### src/rtl/tmtw_pkg.sv
// ============================================================================
// tmtw_pkg
// Shared types and constants for the text-mode terminal writer: field widths,
// operation codes and the request passed to the address unit.
// ============================================================================
package tmtw_pkg;

    localparam int DEF_COLUMNS = 80;
    localparam int DEF_ROWS    = 25;

    localparam int CHAR_W     = 8;
    localparam int COLOR_W    = 8;
    localparam int COL_W      = 7;
    localparam int ROW_W      = 5;
    localparam int ENTRY_W    = 16;
    localparam int ROW_CALC_W = 6;
    localparam int S_TDATA_W  = 32;
    localparam int S_TUSER_W  = 2;
    localparam int M_TDATA_W  = 32;

    localparam logic [CHAR_W-1:0]  NEWLINE_CODE = 8'd10;
    localparam logic [CHAR_W-1:0]  SPACE_CODE   = 8'd32;
    localparam logic [COLOR_W-1:0] RESET_COLOR  = 8'd7;

    typedef enum logic [1:0] {
        FUNC_PUT   = 2'd0,
        FUNC_WRITE = 2'd1,
        FUNC_READ  = 2'd2,
        FUNC_CLEAR = 2'd3
    } func_t;

    typedef enum logic [1:0] {
        ADDR_HOLD = 2'd0,
        ADDR_LOAD = 2'd1,
        ADDR_INC  = 2'd2,
        ADDR_ZERO = 2'd3
    } addr_op_t;

    typedef struct packed {
        addr_op_t              op;
        logic [ROW_CALC_W-1:0] row;
        logic [COL_W-1:0]      col;
    } addr_req_t;

endpackage

### src/rtl/tmtw_addr_unit.sv
// ============================================================================
// tmtw_addr_unit
// Shared cell address register: loads row * COLUMNS + column for single cell
// accesses and steps through the store for scroll and clear sweeps.
// ============================================================================
module tmtw_addr_unit #(
    parameter int COLUMNS = tmtw_pkg::DEF_COLUMNS,
    parameter int AW      = 11
) (
    input  logic                clk,
    input  logic                rst_n,
    input  tmtw_pkg::addr_req_t req,
    output logic [AW-1:0]       addr
);

    logic [AW-1:0] addr_reg;
    logic [AW-1:0] addr_next;
    logic [31:0]   prod;

    always_comb
    begin
        prod = 32'(req.row) * 32'(COLUMNS) + 32'(req.col);
        unique case (req.op)
            tmtw_pkg::ADDR_HOLD: addr_next = addr_reg;
            tmtw_pkg::ADDR_LOAD: addr_next = prod[AW-1:0];
            tmtw_pkg::ADDR_INC:  addr_next = addr_reg + AW'(1);
            tmtw_pkg::ADDR_ZERO: addr_next = '0;
            default:             addr_next = addr_reg;
        endcase
    end

    always_ff @(posedge clk or negedge rst_n)
    begin
        if (!rst_n)
        begin
            addr_reg <= '0;
        end
        else
        begin
            addr_reg <= addr_next;
        end
    end

    assign addr = addr_reg;

endmodule

### config.mk
export PLATFORM = sky130hd
export DESIGN_NAME = tmtw_addr_unit
export DESIGN_NICKNAME = d
export VERILOG_FILES = /design/src/rtl/tmtw_pkg.sv /design/src/rtl/tmtw_addr_unit.sv
export SDC_FILE = /design/constraint.sdc
export NUM_CORES = 1
export LEC_CHECK = 0
export BUFFER_PORTS_ARGS = -buffer_cell sky130_fd_sc_hd__buf_2
export CAP_MARGIN = 30
export CORE_AREA = 2 2 52 54
export DETAILED_ROUTE_END_ITERATION = 7
export DIE_AREA = 0 0 54 56
export PLACE_DENSITY = 0.64
export SKIP_LAST_GASP = 1
export SLEW_MARGIN = 20
export SYNTH_ARGS = -nofsm -noshare
export SYNTH_HDL_FRONTEND = slang
export SYNTH_SLANG_ARGS = --single-unit
### constraint.sdc
create_clock -name clk -period 2.4 [get_ports clk]
set_input_delay 0.12 -clock clk [delete_from_list [all_inputs] [get_ports clk]]
set_output_delay 0.12 -clock clk [all_outputs]
set_load 0.005 [all_outputs]
; Word level (Yosys, flattened, before mapping)
; Index checks and enable logic that the tools add are counted.
; W data, S select, Z words.
[totals]
reg_bits = 11
latch_bits = 0
ram_bits = 0
rom_bits = 0
in_bits = 17
out_inout_bits = 11
wordCells = 9
n_memories = 0
[op_classes]
n_addsub = 2
multipliers = 1
n_div = 0
magnitude_cmp = 0
eq_ne = 3
shift = 0
n_mux = 1
bitwise_logic = 0
n_reduce_logical = 1
[op_table]
columns = cell, count
row1 = $pmux W11 S3, 1
row2 = $add A11 B1 Y11 const B, 1
row3 = $add A11 B7 Y11, 1
row4 = $mul A6 B3 Y7 const B, 1
row5 = $eq A2 B2 Y1 const B, 2
row6 = $eq A2 B1 Y1 const B, 1
row7 = $logic_not A2 Y1, 1

; Depth between registers and ports, before layout
[depth]
depth_word = 3
ltp_mapped = 8

; Worst setup path before layout
; OpenSTA, ideal clock, no wires.
[synth_timing]
kind = input port to flip-flop
from = input req[8] (netlist name)
to = register addr_reg[10] (netlist: addr[10])
setup_time_ns = 0.134
t_arrival_ns = 1.720
required_time_ns = 2.266
setup_slack_ns = 0.546
stages = 8
path_buffers = 0
path_cell_list = ha_1 ha_1 fa_1 xor2_1 o2111ai_1 xnor2_1 xnor2_1 o22ai_2
[synth_via]
elab_chain_cells = 3
[synth_rtl]
columns = element, line_no
row1 = start: declaration, tmtw_addr_unit.sv:12  ; input tmtw_pkg::addr_req_t req,
row2 = $mul A6 B3 Y7, tmtw_addr_unit.sv:22  ; prod = 32'(req.row) * 32'(COLUMNS) + 32'(req.col);
row3 = $add A11 B7 Y11, tmtw_addr_unit.sv:22
row4 = $pmux W11 S3, tmtw_addr_unit.sv:23  ; unique case (req.op)
row5 = end signal: assignment, tmtw_addr_unit.sv:40  ; addr_reg <= addr_next;
row6 = end: declaration, tmtw_addr_unit.sv:16  ; logic [AW-1:0] addr_reg;
; No other way between the ends.
; A chain may end at the register's enable or synchronous reset.

; Worst setup path after layout
; Same ends and word-level chain as after synthesis.

==> flow_summary.yaml <==
power_and_ir_drop:
  ir_drop_v: 0.000237
  powerDensity_nw_per_um2: 536
  cellLeakagePower_nw: 0.561
floorplanning:
  core_area_um2: 2430
  rows: 18
  die_y_um: 56
  initial_core_util: 0.392
  fp.dieArea_um2: 3020
  io-pin-count: 28
  die_w_um: 54
clock_network:
  cts-root-buf: "clkbuf_4"
  path_clk_slew_ns: 0.07
  cts_sinks: 11
  numCtsBuffers: 3
  tritoncts: "done"
  h-tree-depth: 1
  cts_buffer_depth: 2
  insertion_delay_ns: 0.27
  cts_setup_buffers: 0
timing:
  layout_min_cycle_time_ns: 1.80
  max_slew_margin: 0.711
  max_freq_ghz: 0.556
  timing.setup.tns_ns: 0
  hold_ws_ns: 0.143
  tightest_slew_ns: 0.434
  hold_violations: 0
  rsz0062_at_grt: "false"
  slew_viol_final: 0
  period_share: 0.749
  fin_skew_ns: 0.00133
  setup_viol: 0
logic_synthesis:
  ys.flop_type: "dfrtp_1"
  netlist.top_cell.by_area: "dfrtp_1"
  ys_top_cells_by_area: "dfrtp_1 29%, ha_1 14%, mux2i_1 10%"
  syn-cell-area_um2: 953
  synth_nets: 128
  synthArstFlopShare: 1.00
  synth_common_cells: "11 x dfrtp_1, 11 x ha_1, 10 x mux2i_1"
  synth_seq_cells: 11
  yosysWarningCount: 0
  synth_edf_count: 0
  syn_area_per_cell_um2: 9.73
  syn_inst: 98
  ys_seq_area_frac: 0.289
  ys_types: 28
  yosysTopAreaCellShare: 0.289
place:
  dp_hpwl_um: 1510
  gp_congestion: 0.760
  portBuffers: 27
global_routing:
  grt_usage: 0.139
  grt_overflow: 0
  top_usage_layer: "met2"
  grt_use_met2: 0.228
  grtUsageMet3: 0.00806
  grt_pass1_vias: 774
  grtUsageMet1: 0.187
  grt_max_degree: 22
  grt_pass1_wl_um: 3220
  antenna_found_initial: 0
cells_and_area:
  area.growth.synth_to_final_pct: 20.6
  drive_gt1_frac: 0.244
  num-nets-final: 158
  diodes: 0
  nFillCells: 243
  largest_register_ffs: 11
setup_path:
  start_kind: "input port"
  worst-setup-path-type: "in2reg"
  worst_ep_arrival_time_ns: 1.94
  startpoint: "req[8]"
  timing.critical_path.to_type: "flop"
  critPathRequiredTime_ns: 2.54
  cp_max_fo: 3
  timing.rr.start: "addr[0]$_DFFE_PN0P_"
route:
  postRouteAntennaNets: 0
  vias_per_cell: 5.23
  routed_wl_um: 1980
  vias: 821
  remaining_drc_errors: 0
  drtPass1Iterations: 4
  wire_per_inst_um: 12.6
  drtIter0Drc: 6
run_status:
  status: "completed"
worst_hold_path:
  worstHoldPathType: "in2reg"
  hold_start: "req[0]"
flow_run:
  max_cap_viol_count: 0
==> final timing paths <==
| kind | slack, ns | cells past startpoint | to |
|---|---|---|---|
| setup / recovery | 0.60 | 9 | addr[10]$_DFFE_PN0P_ |
| hold / removal | 0.14 | 3 | addr[0]$_DFFE_PN0P_ |
| setup reg to reg | 0.91 | 6 | addr[6]$_DFFE_PN0P_ |
| hold reg to reg | 0.53 | 1 | addr[7]$_DFFE_PN0P_ |
| max in group asynchronous | 1.95 | 2 | addr[10]$_DFFE_PN0P_ |
| min in group asynchronous | 0.24 | 2 | addr[3]$_DFFE_PN0P_ |
==> cell usage in the layout (no fill, tap or decap), types with 2 or more instances in the layout <==
cell type | Yosys | final
nand2b_1 | 2 | 2
nand2_1 | 5 | 5
and3_1 | 2 | 2
xor2_1 | 4 | 4
clkbuf_4 | 0 | 3
ha_1 | 11 | 11
dfrtp_1 | 11 | 11
inv_1 | 4 | 4
buf_2 | 1 | 27
o22ai_1 | 9 | 9
mux2i_1 | 10 | 10
xnor2_1 | 6 | 6
nand3_1 | 4 | 4
nor2b_1 | 4 | 4
a21oi_1 | 5 | 5
a21o_1 | 2 | 2
nor2_1 | 2 | 2
nor3b_1 | 3 | 3
fa_1 | 2 | 2
==> stage by stage <==
| step | power [W] | worst slack (ns) | area, um^2 | utilization | std cells |
|---|---|---|---|---|---|
| after floorplan | 0.000408 | 0.546 | 953 | - | 98 |
| after global placement | 0.000480 | 0.367 | 1110 | 0.458 | 152 |
| after detailed placement | 0.000488 | 0.310 | 1110 | 0.458 | 152 |
| after CTS | 0.000625 | 0.603 | 1150 | 0.473 | 157 |
| after global routing | 0.000666 | 0.499 | 1150 | 0.473 | 157 |
| final | 0.000616 | 0.603 | 1150 | 0.473 | 157 |
==> per-layer routing <==
layer  up-vias  share of wire  wire [um]
li1        424              -          -
met1       370           0.47        937
met2        25           0.48        947
met3         2          0.041         81
met4         0         0.0086         17
met5         -              0          0
==> logic make-up after synthesis <==
family	after synthesis	synth area share
xor gates and xnor gates	10	0.0919
muxes	10	0.105
and+or+nand+nor	24	0.140
DFF	11	0.289
AOI/OAI and AO/OA	23	0.159
buffers and inverters	7	0.0289
adders and majority gates	13	0.186
==> worst max-delay path: stages <==
cell and delay (ns):
buf_2 0.12, ha_1 0.28, ha_1 0.21, fa_1 0.38, xor2_1 0.23, o2111ai_1 0.17
xnor2_1 0.21, xnor2_1 0.15, o22ai_2 0.07
==> where the power goes <==
group | internal [W] | switching [W] | leakage (nW)
combinational | 0.000119 | 0.000107 | 0.408
sequential | 0.000217 | 0.0000425 | 0.137
clock | 0.0000643 | 0.0000666 | 0.0150
total | 0.000400 | 0.000217 | 0.561
==> repair_timing <==
| item | 4_1_cts | 5_1_grt |
|---|---|---|
| gates resized for setup | 0 | 0 |
| hold buffers | 1 | 0 |
| endpoints found under the hold margin | 11 | 0 |
==> layout make-up <==
class	instances	area, um^2	area share
multi-input cells	80	651	0.566
flip-flops and latches	11	275	0.239
repair buffers	28	145	0.126
well taps	30	37.5	0.0326
clock buffers	4	26.3	0.0229
inverters	4	15.0	0.0131
(Power assumes the default switching activity.)
